==> config.mk <==
export PLATFORM = sky130hd
export DESIGN_NAME = sca_decide
export DESIGN_NICKNAME = d
export VERILOG_FILES = /design/src/hw/rtl/sca_pkg.sv /design/src/hw/rtl/sca_decide.sv
export SDC_FILE = /design/constraint.sdc
export NUM_CORES = 1
export LEC_CHECK = 0
export BUFFER_PORTS_ARGS = -buffer_cell sky130_fd_sc_hd__buf_4
export CAP_MARGIN = 5
export CORE_MARGIN = 8
export CORE_UTILIZATION = 25
export DETAILED_ROUTE_END_ITERATION = 7
export PLACE_DENSITY_LB_ADDON = 0.15
export SLEW_MARGIN = 20
export SYNTH_ARGS = -nofsm -noshare
export SYNTH_HDL_FRONTEND = slang
export SYNTH_SLANG_ARGS = --single-unit
==> constraint.sdc <==
create_clock -name vclk -period 7.9
set_clock_uncertainty 0.2 [all_clocks]
set_input_delay 1.185 -clock vclk [all_inputs]
set_output_delay 1.185 -clock vclk [all_outputs]
set_load 0.05 [all_outputs]
==> src/hw/rtl/sca_pkg.sv <==
package sca_pkg;

	// coordinate format: signed fixed point, 8 fraction bits
	localparam int COORD_WIDTH = 32;
	localparam int DIFF_W      = COORD_WIDTH + 1;
	localparam int PROD_W      = 2 * DIFF_W;
	localparam int DET_W       = PROD_W + 1;

	typedef logic signed [COORD_WIDTH-1:0] coord_t;
	typedef logic signed [DIFF_W-1:0]      diff_t;
	typedef logic signed [PROD_W-1:0]      prod_t;
	typedef logic signed [DET_W-1:0]       det_t;

	typedef struct packed {
		coord_t x;
		coord_t y;
	} point_t;

	// the two cross products whose difference gives one orientation
	typedef struct packed {
		prod_t lhs;
		prod_t rhs;
	} orient_terms_t;

	// products and span checks handed from the multiply stage to the decision stage
	typedef struct packed {
		orient_terms_t [3:0] term;
		logic [3:0]          on_span;
	} cross_terms_t;

	typedef enum logic [1:0] {
		ORI_ZERO,
		ORI_POS,
		ORI_NEG
	} orient_t;

endpackage

==> src/hw/rtl/sca_decide.sv <==
module sca_decide (
	input  sca_pkg::cross_terms_t terms,
	output logic                  hit
);
	import sca_pkg::*;

	orient_t ori [4];
	det_t    det [4];

	// sign of lhs - rhs for each orientation
	always_comb begin
		for (int i = 0; i < 4; i++) begin
			det[i] = DET_W'($signed(terms.term[i].lhs)) - DET_W'($signed(terms.term[i].rhs));
			if (det[i] == '0) begin
				ori[i] = ORI_ZERO;
			end else if (det[i][DET_W-1]) begin
				ori[i] = ORI_NEG;
			end else begin
				ori[i] = ORI_POS;
			end
		end
	end

	// proper crossing, or a collinear endpoint lying on the other segment
	always_comb begin
		hit = (ori[0] != ori[1]) && (ori[2] != ori[3]);
		for (int i = 0; i < 4; i++) begin
			if (ori[i] == ORI_ZERO && terms.on_span[i]) begin
				hit = 1'b1;
			end
		end
	end

endmodule

==> impl_table.tex <==
\begin{tabular}{lr}
\hline
Metric & Value \\
\hline
\multicolumn{2}{l}{\textbf{Die}} \\
Floorplan core area & 80300 um\^{}2 \\
FP Rows & between 100 and 150 \\
I/O pins & 533 \\
X dimension of the die & 300 um \\
Overall die height & 300 um \\
Effective utilization at floorplan & between 20\% and 30\% \\
Die area & 90200 um\^{}2 \\
\multicolumn{2}{l}{\textbf{Run status}} \\
Status & finished, final reports clean \\
\multicolumn{2}{l}{\textbf{Layout}} \\
Total number of nets in the final design & $\sim$4600 \\
Area of all sequential standard cells & 0 um\^{}2 \\
Fill count & between 9000 and 10000 \\
Fraction of final layout cells with drive strength greater than 1 & 19.7\% \\
Commonest cells after routing, fill and taps aside & buf\_4 (682), inv\_1 (363), a21oi\_1 (345) \\
Sequential cell count of the final layout & 0 \\
Area growth from synthesis to layout & 29.3\% \\
Most common cell after layout, fill and taps aside & buf\_4 \\
Layout clock buffer count & 0 \\
Cell area after layout & around 26000 um\^{}2 \\
Filler-free cell count of the finished design & $\sim$4900 \\
\multicolumn{2}{l}{\textbf{Timing}} \\
Setup-failing EPs final & 0 \\
Final worst hold slack & between 2 and 3 ns \\
Number of hold-slack violations in the final timing report & 0 \\
Final number of max-transition violations & 0 \\
Slew headroom & 39.7\% \\
Final critical delay including setup and external delays & around 7.7 ns \\
Final clock period utilization by the worst path & between 90\% and 100\% \\
Top achievable clock speed & 0.129 GHz \\
Aggregate negative setup slack & 0 ns \\
Worst slew pin tran & between 0.8 and 0.9 ns \\
\multicolumn{2}{l}{\textbf{Worst setup path}} \\
Critical path startpoint category & primary input \\
Crit path required time & 6.51 ns \\
Max Fanout on Critical Path & 3 \\
Data arrival time of the critical path & 6.35 ns \\
Crit. End Element & primary output \\
Critical path type & in -> out \\
\multicolumn{2}{l}{\textbf{Route}} \\
Detailed Route WL & about 100 mm \\
Average vias per placed instance & between 5 and 6 \\
Count of vias placed by the detailed router & 26800 \\
Detailed-router iteration count before antenna repair & 6 \\
Number of nets with antenna violations after detailed routing & 0 \\
Count of unresolved DRC violations after routing & 0 \\
Detailed router's first-iteration violation count & $\sim$1900 \\
Wire per inst & 20.8 um \\
\multicolumn{2}{l}{\textbf{Place}} \\
Count of input and output buffers & 533 \\
Post-detailed-placement half-perimeter wirelength & 90.1 mm \\
Placed cell areas & 26000 um\^{}2 \\
Placer congestion estimate & 0.924 \\
Number of cells after detailed placement & between 4000 and 5000 \\
\multicolumn{2}{l}{\textbf{Global route}} \\
Antenna violations before repair & 13 \\
Total routing usage reported by global routing & about a fifth \\
Wire length of the first global-routing pass & 154 mm \\
Number of global-route vias before repair & 26100 \\
Grt ovf & 0 \\
Pin count of the biggest net entering global routing & 15 \\
\multicolumn{2}{l}{\textbf{Clocking}} \\
Buffers inserted during post-CTS setup optimization & 0 \\
Hold buffers post-CTS & 0 \\
\multicolumn{2}{l}{\textbf{Power and ir drop}} \\
Total Power & 2150 uW \\
Fraction of power spent switching nets & between 50\% and 60\% \\
Largest vdd supply drop & 0.0000308 V \\
Power density of the placed cells & slightly above 80 nW/um\^{}2 \\
Clock Power Share & 0\% \\
Pleak & 0.0121 uW \\
Comb pwr share & 100.0\% \\
Sequential share of power & 0\% \\
Power spent charging and discharging nets & 1270 uW \\
Cell internal pwr & just under 900 uW \\
\multicolumn{2}{l}{\textbf{Logic synthesis}} \\
Syn\_nets & 4085 \\
Post-Syn Area per Cell & around 6.2 um\^{}2 \\
Number of instances in the synthesized netlist & $\sim$3300 \\
Sequential-to-total area share from yosys stat & 0\% \\
Ys Warns & 0 \\
Area of the mapped netlist & 20200 um\^{}2 \\
Number of library cell types mapped by synthesis & around 90 \\
\multicolumn{2}{l}{\textbf{Hold path}} \\
Class of the tightest hold or removal check & in -> out \\
\multicolumn{2}{l}{\textbf{Run}} \\
Max capacitance violation total & 0 \\
\hline
\end{tabular}
[worst paths after layout]
| path | from | endpoint | cells after the start |
|---|---|---|---|
| hold / removal | terms[2] | hit | 4 |
| setup / recovery | terms[334] | hit | 21 |
[power by group through the flow]
stage | Sequential, uW | Clock (uW) | Combinational, uW
after floorplan | 0 | 0 | 1310
after global placement | 0 | 0 | 2120
after detailed placement | 0 | 0 | 2110
after CTS | 0 | 0 | 2120
after global routing | 0 | 0.0000509 | 2360
final | 0 | 0.0000851 | 2150
[cells in the mapped netlist (22+ instances only)]
cell type	n	area, um^2
nand3_1	72	360
a2111oi_0	24	210
a21oi_1	346	1730
nor2_1	261	980
mux2i_1	33	330
o31ai_1	26	195
o22ai_1	25	156
o21a_1	67	503
and3_1	25	156
nand2b_1	41	257
xor2_1	47	412
or4_1	25	188
clkbuf_1	160	601
inv_1	363	1360
or3_1	35	219
nand4_1	144	901
xnor2_1	81	709
nor3_1	89	445
o21ai_0	234	1170
ha_1	264	3300
nand2_1	326	1220
o21bai_1	39	293
and2_1	22	138
a21o_1	81	608
o211ai_1	46	345
a211oi_1	49	368
a31oi_1	38	238
[what timing repair did]
| item | in CTS | in global routing |
|---|---|---|
| setup endpoints to repair | 1 | 1 |
| pin swaps | 0 | 6 |
| gates resized for setup | 1 | 24 |
| cloned | 0 | 0 |
[per-stage QoR]
step / setup WS [ns] / util [%]
global placement: -0.0683 / 32.4
CTS: 0.00491 / 32.4
finish: 0.168 / 32.5
floorplan: 0.656 / -
global route: -0.00728 / 32.5
detailed placement: -0.0809 / 32.4
[critical path: stages]
cell and delay, ns:
buf_4 0.11, inv_1 0.04, ha_1 0.26, inv_1 0.08, fa_1 0.42, a21oi_1 0.17
nand3b_1 0.09, mux4_2 0.45, a211oi_1 0.25, nand4_1 0.15, or4_1 0.58, nor4_1 0.33
buf_4 0.16, nand4_1 0.07, or4_1 0.67, or4_1 0.59, a21oi_2 0.19, buf_4 0.13
o211a_1 0.15, o21ai_2 0.10, buf_6 0.18
[routing by layer]
layer	routed length, um	GRT usage (%)
met1	46800	29.5
met5	98	0
met2	45600	34.3
met3	7260	3.42
met4	1120	2.13
[area by class of cell]
class | count | area [um^2] | area share, %
multi-input combinational | 2754 | 18300 | 70.0
timing repair buffer | 683 | 5130 | 19.6
inverter | 363 | 1360 | 5.21
tap | 1060 | 1330 | 5.08
antenna | 5 | 12.5 | 0.0479
[kinds of logic after synthesis]
family,after synthesis,synth area share (%)
AOI/OAI and AO/OA,1178,37.8
xor gates and xnor gates,128,5.55
adders and majority gates,268,16.7
buffers and inverters,531,9.97
muxes,40,2.08
and+or+nand+nor,1140,27.8
(Power assumes the default switching activity.)
